===== config.mk =====
export PLATFORM = sky130hd
export DESIGN_NAME = debounced_dual_wheel_tachometer_unit
export DESIGN_NICKNAME = d
export VERILOG_FILES = /design/src/hdl/ddwt_pkg.sv /design/src/hdl/ddwt_chan.sv /design/src/hdl/debounced_dual_wheel_tachometer_unit.sv
export SDC_FILE = /design/constraint.sdc
export NUM_CORES = 1
export LEC_CHECK = 0
export BUFFER_PORTS_ARGS = -buffer_cell sky130_fd_sc_hd__buf_2
export CORE_UTILIZATION = 39
export DETAILED_ROUTE_END_ITERATION = 6
export SLEW_MARGIN = 5
export SYNTH_ARGS = -nofsm -noshare
export SYNTH_HDL_FRONTEND = slang
export SYNTH_SLANG_ARGS = --single-unit

===== constraint.sdc =====
create_clock -name clk -period 7.5 [get_ports clk]
set_input_delay 1.125 -clock clk [delete_from_list [all_inputs] [get_ports clk]]
set_output_delay 1.125 -clock clk [all_outputs]
set_load 0.02 [all_outputs]

===== src/hdl/ddwt_pkg.sv =====
// Shared types and constants for the debounced dual-wheel tachometer.
// No dependencies; imported by ddwt_chan and the top level.
package ddwt_pkg;

	// beat kind carried in s_axis_tuser[0]
	typedef enum logic {
		ACT_EDGE   = 1'b0,
		ACT_SAMPLE = 1'b1
	} action_t;

	// wheel selector carried in s_axis_tuser[1]
	typedef enum logic {
		CH_A = 1'b0,
		CH_B = 1'b1
	} channel_t;

	// per-wheel update strobes from the top level to a channel
	typedef struct packed {
		logic edge_hit;
		logic sample;
	} ddwt_ctl_t;

	localparam int NOW_W   = 32;
	localparam int DEB_W   = 24;
	localparam int SPEED_W = 16;
	localparam int DIST_W  = 32;

	localparam logic [DEB_W-1:0] DEB_RESET = 24'd250;

endpackage


===== src/hdl/ddwt_chan.sv =====
// State and update logic for one wheel: pending edge stamp, period count, distance total.
// Depends on ddwt_pkg.
module ddwt_chan
	import ddwt_pkg::*;
#(
	parameter int TIME_BITS  = 32,
	parameter int COUNT_BITS = 16
) (
	input  logic                 clk,
	input  logic                 arst_n,
	input  ddwt_ctl_t            ctl,
	input  logic [TIME_BITS-1:0] now,
	input  logic [TIME_BITS-1:0] thr,
	output logic [SPEED_W-1:0]   speed,
	output logic [DIST_W-1:0]    dist_next
);

	logic [COUNT_BITS-1:0] count_q, count_d;
	logic [TIME_BITS-1:0]  stamp_q, stamp_d;
	logic [DIST_W-1:0]     total_q, total_d;
	logic                  older;
	logic [COUNT_BITS:0]   sum;
	logic [COUNT_BITS-1:0] sat;
	logic [32:0]           sum_ext;
	logic [32:0]           sat_ext;

	// all-ones stamp means no pending edge; it can never be below thr
	assign older   = stamp_q < thr;
	assign sum     = {1'b0, count_q} + {{COUNT_BITS{1'b0}}, older};
	assign sat     = sum[COUNT_BITS] ? {COUNT_BITS{1'b1}} : sum[COUNT_BITS-1:0];
	assign sum_ext = 33'(sum);
	assign sat_ext = 33'(sat);
	assign speed   = (|sat_ext[32:SPEED_W]) ? {SPEED_W{1'b1}} : sat_ext[SPEED_W-1:0];
	assign dist_next = total_d;

	always_comb begin
		count_d = count_q;
		stamp_d = stamp_q;
		total_d = total_q;
		if (ctl.edge_hit) begin
			if (older && !(&count_q))
				count_d = count_q + 1'b1;
			stamp_d = now;
		end else if (ctl.sample) begin
			count_d = '0;
			if (older)
				stamp_d = '1;
			total_d = total_q + sum_ext[DIST_W-1:0];
		end
	end

	always_ff @(posedge clk or negedge arst_n) begin
		if (!arst_n) begin
			count_q <= '0;
			stamp_q <= '1;
			total_q <= '0;
		end else begin
			count_q <= count_d;
			stamp_q <= stamp_d;
			total_q <= total_d;
		end
	end

endmodule


===== src/hdl/debounced_dual_wheel_tachometer_unit.sv =====
// Top level of the debounced dual-wheel tachometer: input stage, two channels, result register.
// Depends on ddwt_pkg and ddwt_chan.
//
// Use:
//  - Slave stream carries events. tuser[0] is the kind (edge or sample),
//    tuser[1] the wheel of an edge; tdata is the tick time of the event.
//  - An edge beat updates that wheel's pending edge and period count and
//    gives no result. A sample beat closes the period on both wheels and
//    gives one result beat: speeds and wrapping distance totals.
//  - cfg_we/cfg_wdata load the debounce window; write only while idle.
//    The window resets to 250 ticks.
// Timing:
//  - One beat a cycle while the input stage does not stall. A beat is
//    registered in the input stage on acceptance; when it moves on, state
//    updates and a sample beat loads the result register.
//  - The result register parts the sides: while a result waits, edge beats
//    keep flowing; only a sample meeting a full, stalled result register
//    holds the input stage and drops s_axis_tready.
// Reset: clears counts and totals, marks both wheels as having no pending
// edge and empties both the input stage and the result register.
module debounced_dual_wheel_tachometer_unit
	import ddwt_pkg::*;
#(
	parameter int TIME_BITS  = 32,
	parameter int COUNT_BITS = 16
) (
	input  logic                       clk,
	input  logic                       arst_n,
	// configuration
	input  logic                       cfg_we,
	input  logic [DEB_W-1:0]           cfg_wdata,
	// events in
	input  logic                       s_axis_tvalid,
	output logic                       s_axis_tready,
	input  logic [NOW_W-1:0]           s_axis_tdata,  // [31:0] now_ticks
	input  logic [1:0]                 s_axis_tuser,  // [0] action, [1] channel
	// results out
	output logic                       m_axis_tvalid,
	input  logic                       m_axis_tready,
	output logic [2*SPEED_W+2*DIST_W-1:0] m_axis_tdata // [15:0] speed_a, [31:16] speed_b,
	                                                   // [63:32] distance_a,
	                                                   // [95:64] distance_b
);

	logic [DEB_W-1:0]     deb_q;

	// input stage
	logic                 valid_s1;
	action_t              action_s1;
	channel_t             channel_s1;
	logic [TIME_BITS-1:0] now_s1;
	logic [63:0]          now_wide;

	logic                 advance;
	logic                 in_beat;
	logic [63:0]          thr_wide;
	logic [TIME_BITS-1:0] thr;
	ddwt_ctl_t            ctl_a, ctl_b;
	logic [SPEED_W-1:0]   speed_a, speed_b;
	logic [DIST_W-1:0]    dist_a, dist_b;

	// result register
	logic                 out_valid_q;
	logic [2*SPEED_W+2*DIST_W-1:0] out_data_q;

	always_ff @(posedge clk or negedge arst_n) begin
		if (!arst_n)
			deb_q <= DEB_RESET;
		else if (cfg_we)
			deb_q <= cfg_wdata;
	end

	// an edge never needs the result register; a sample needs it free or draining
	assign advance = valid_s1 && (action_s1 == ACT_EDGE || !out_valid_q || m_axis_tready);
	assign s_axis_tready = !valid_s1 || advance;
	assign in_beat = s_axis_tvalid && s_axis_tready;
	assign now_wide = 64'(s_axis_tdata);

	always_ff @(posedge clk or negedge arst_n) begin
		if (!arst_n)
			valid_s1 <= 1'b0;
		else if (s_axis_tready)
			valid_s1 <= s_axis_tvalid;
	end

	always_ff @(posedge clk) begin
		if (in_beat) begin
			action_s1  <= action_t'(s_axis_tuser[0]);
			channel_s1 <= channel_t'(s_axis_tuser[1]);
			now_s1     <= now_wide[TIME_BITS-1:0];
		end
	end

	// debounce threshold, wrapping modulo 2^TIME_BITS
	assign thr_wide = 64'(now_s1) - 64'(deb_q);
	assign thr      = thr_wide[TIME_BITS-1:0];

	always_comb begin
		ctl_a.edge_hit = advance && action_s1 == ACT_EDGE && channel_s1 == CH_A;
		ctl_b.edge_hit = advance && action_s1 == ACT_EDGE && channel_s1 == CH_B;
		ctl_a.sample   = advance && action_s1 == ACT_SAMPLE;
		ctl_b.sample   = advance && action_s1 == ACT_SAMPLE;
	end

	ddwt_chan #(
		.TIME_BITS (TIME_BITS),
		.COUNT_BITS(COUNT_BITS)
	) u_chan_a (
		.clk      (clk),
		.arst_n   (arst_n),
		.ctl      (ctl_a),
		.now      (now_s1),
		.thr      (thr),
		.speed    (speed_a),
		.dist_next(dist_a)
	);

	ddwt_chan #(
		.TIME_BITS (TIME_BITS),
		.COUNT_BITS(COUNT_BITS)
	) u_chan_b (
		.clk      (clk),
		.arst_n   (arst_n),
		.ctl      (ctl_b),
		.now      (now_s1),
		.thr      (thr),
		.speed    (speed_b),
		.dist_next(dist_b)
	);

	always_ff @(posedge clk or negedge arst_n) begin
		if (!arst_n)
			out_valid_q <= 1'b0;
		else if (ctl_a.sample)
			out_valid_q <= 1'b1;
		else if (m_axis_tready)
			out_valid_q <= 1'b0;
	end

	always_ff @(posedge clk) begin
		if (ctl_a.sample)
			out_data_q <= {dist_b, dist_a, speed_b, speed_a};
	end

	assign m_axis_tvalid = out_valid_q;
	assign m_axis_tdata  = out_data_q;

	// a sample that moves on always lands a result
	a_sample_loads: assert property (@(posedge clk) disable iff (!arst_n)
		(advance && action_s1 == ACT_SAMPLE) |=> m_axis_tvalid)
		else $error("sample beat gave no result");

	// an edge beat never creates a result
	a_edge_silent: assert property (@(posedge clk) disable iff (!arst_n)
		(advance && action_s1 == ACT_EDGE && !m_axis_tvalid) |=> !m_axis_tvalid)
		else $error("edge beat produced a result");

	// a held input stage is not lost
	a_hold_s1: assert property (@(posedge clk) disable iff (!arst_n)
		(valid_s1 && !advance) |=> (valid_s1 && $stable(now_s1)))
		else $error("stalled input stage dropped");

	// the input stage only stalls on a sample behind a stalled result
	a_stall_cause: assert property (@(posedge clk) disable iff (!arst_n)
		!s_axis_tready |-> (action_s1 == ACT_SAMPLE && m_axis_tvalid && !m_axis_tready))
		else $error("input stalled without cause");

endmodule


==> metrics.txt <==
Fmax 0.1343 GHz; clk_skew 0.01729 ns; gr ovfl total 0; final net count 2017; worst stage delay on the critical path 0.51 ns; ANT cells 0; row cnt 75; Ports 161; pre-CTS WS -0.5969 ns; clk sinks 316; XOR/XNOR Fraction of Synth Area 5.747%; setup_tns 0 ns; FF-to-FF path depth 35; CP required 7.80 ns; simple-gate portion of the synthesized area 13.06%; cts bufs inserted 36; Syn Area/Cell 11.10 um2; DP Wirelength 27740 um; vias per cell 5.252; clk slew on worst S/H paths approximately 0.06 ns; ratio of cells with drive above 1 in the final layout 33.39%; CP endpoint m_axis_tdata[81]; Syn. warnings 0; largest net degree at the start of global routing 120; crit path DAT 7.74 ns; Post-synth EDFFs 130; final hold vios 0; Max Slew Vio Count 0; Register-to-Register Setup Slack 0.05 ns; final WL 40080 um; Post-Synth Adder-Cell Area 9.672%; Core Region 41950 um2; first-pass GRT wire length ~66000 um; final core utilization 50.45%; CTS Root Cell clkbuf_16; post-route minimum period 7.446 ns; Synth Area in Compound Gates 16.53%; CP max stage cell dfstp_2; initial antenna violation count 0; final worst slack 0.05350 ns; dpl cells between 2000 and 2500; GRT Total Usage a little under a fifth; port bufs 160; vias post-DR 12580; mux cell area share after synthesis less than 1%; Static Leak 9.211 nW; Power Total a little under 6 mW; Area growth, synth to finish 27.40%; largest family of logic cells by synthesized area compound AO/OA/AOI/OAI gates; Post-Layout Cell Count roughly 2400; Initial Util 39.60%; slew margin rel. 28.66%; vias in the first global route 12710; Async S/R FF share, synth roughly three fifths; Setup crit end kind flip-flop; hold slack final approximately 0.47 ns; critical path launch point type flip-flop; Initial DRC Count approximately 650; VDD IR max 0.1634 mV; RR Endpoint m_axis_tdata[81]; CTS tree done; PwrDens approximately 280 nW/um2; Least-Margin Pin Slew ~1.1 ns; Mapped Area 16610 um2; final instance area 21160 um2; RR Startpoint deb_q[1]; Syn Nets 1684; Worst-Skew Late Latency ~0.55 ns; drt pass-1 iters 5; worst min path class reg -> reg; Remaining DRCs 0; Synth Instances about 1500; DP Area 19130 um2; hold_buf cts 0; outcome complete, no violations; Netlist cell types 80; register area share after synthesis around 52%; Top FF cell, synth edfxtp_1; max cap viols 0; Crit. Startpoint deb_q[1]; Yosys reg bits 316; placer congestion estimate approximately 0.92; final worst-path cycle share between 90 and 100%; RSZ-0062 raised after global routing true; DRT antenna net count 0; crit-path max FO 7; Die Height 208.4 um; Die Width between 200 and 250 um; WS Path Type reg -> reg; drt wl/cell 16.73 um; Die Footprint 43420 um2; Longest Clk Path Bufs 3; H-Tree Depth 2; Final setup viols 0
cells in the mapped netlist (all sizes together), types with 4 or more instances:
master	number	area, um2
a211o	7	61.31
a211oi	7	57.55
a21boi	10	75.07
a21o	29	219.0
a21oi	81	431.7
a22o	4	35.03
a2bb2oi	11	96.34
a31o	4	35.04
a31oi	29	181.4
a41oi	4	35.03
and2	8	50.05
and3	23	143.9
and4	11	96.34
buf	16	95.09
clkbuf	44	165.2
dfrtp	116	2903
dfstp	70	1839
edfxtp	130	3904
ha	122	1526
inv	50	187.7
nand2	136	510.5
nand2b	43	269.0
nand3	43	220.2
nand3b	4	30.03
nand4	19	125.1
nor2	63	236.5
nor2b	9	56.30
nor3	38	190.2
nor4	11	68.82
o2111ai	4	35.03
o211ai	10	75.07
o21a	10	75.07
o21ai	91	459.2
o21bai	5	37.54
o22a	62	543.0
o31ai	4	43.79
or2	10	62.56
or3	5	32.53
xnor2	54	473.0
xor2	55	481.7
timing repair:
item	in CTS	in global routing
hold endpoints to repair	0	0
pin swaps	28	64
endpoints found under the setup margin	73	80
cloned	0	0
setup buffers	11	20
gates resized for setup	42	105
worst min path at each step:
| stage | from | endpoint | slack [ns] | cells after the start |
|---|---|---|---|---|
| 3_3_place_gp | u_chan_a.total_q[31] | u_chan_a.total_q[31] | 0.45 | 1 |
| 2_1_floorplan | u_chan_a.total_q[31] | u_chan_a.total_q[31] | 0.43 | 1 |
| 5_1_grt | u_chan_a.total_q[31] | u_chan_a.total_q[31] | 0.48 | 1 |
| 3_5_place_dp | u_chan_a.total_q[31] | u_chan_a.total_q[31] | 0.46 | 1 |
| 4_1_cts | u_chan_a.total_q[31] | u_chan_a.total_q[31] | 0.48 | 1 |
| 6_report | u_chan_a.total_q[31] | u_chan_a.total_q[31] | 0.47 | 1 |
cells by family (layout without fill, tap and decap cells):
kind of cell / count (synthesis) / after routing
AO/OA/AOI/OAI: 398 / 398
XOR/XNOR: 109 / 109
adder cells (fa/ha/maj): 127 / 127
buffers and inverters: 110 / 471
flip-flops: 316 / 316
multiplexers: 4 / 4
AND/OR/NAND/NOR: 432 / 432
per-layer routing:
layer | routed length [um] | global-route usage [%] | share of wire [%]
met5 | 0 | 0 | 0
met4 | 843 | 4.955 | 2.1
met3 | 1617 | 3.245 | 4.0
met2 | 18310 | 30.16 | 46
met1 | 19310 | 25.68 | 48
state kept, by name, indices dropped and copies added, names as in the netlist:
signal            cells
m_axis_tdata         96
now_s1               32
u_chan_a.stamp_q     32
u_chan_a.total_q     32
u_chan_b.stamp_q     32
u_chan_b.total_q     32
deb_q                24
u_chan_a.count_q     16
u_chan_b.count_q     16
action_s1             1
channel_s1            1
m_axis_tvalid         1
valid_s1              1
placed cells by master, fill, tap and decap left out, types with 9 or more instances in the layout:
| master | count |
|---|---|
| dfstp_2 | 70 |
| a21oi_2 | 11 |
| a31oi_1 | 26 |
| nor2_1 | 44 |
| ha_1 | 112 |
| o211ai_1 | 10 |
| xor2_2 | 13 |
| xor2_1 | 41 |
| dfrtp_1 | 116 |
| a2bb2oi_1 | 11 |
| and4_1 | 9 |
| nand2_1 | 135 |
| xnor2_2 | 11 |
| buf_4 | 191 |
| xnor2_1 | 43 |
| nor2_2 | 11 |
| a21o_1 | 28 |
| nand4_1 | 18 |
| clkbuf_16 | 37 |
| inv_1 | 47 |
| edfxtp_1 | 130 |
| buf_2 | 159 |
| clkbuf_1 | 12 |
| o21ai_1 | 11 |
| and3_1 | 21 |
| nor3_1 | 31 |
| a21oi_1 | 70 |
| o22a_1 | 62 |
| nand2b_1 | 42 |
| nand3_1 | 36 |
| o21ai_0 | 72 |
| o21a_1 | 10 |
cell type report:
type | instances | area [um2]
well taps | 539 | 674.4
fillers | 3745 | 20780
flip-flops and latches | 316 | 8646
repair buffers | 355 | 2288
inverters | 50 | 190.2
clock buffers | 55 | 1054
multi-input cells | 1070 | 8243
clock inverters | 11 | 67.56
worst max-delay path: cells and delay by family, from the launching register on:
family	cells	cell delay, ns
DFF	1	0.51
xor gates and xnor gates	2	0.38
and+or+nand+nor	8	1.12
buffers and inverters	2	0.27
adders and majority gates	4	1.08
AOI/OAI and AO/OA	19	3.82
power by group:
group | switching (mW) | internal [mW]
logic | 0.944 | 0.905
clock network | 0.702 | 0.973
registers | 0.201 | 2.13
total | 1.85 | 4.01
No activity file was read; power rests on OpenSTA's default activity.
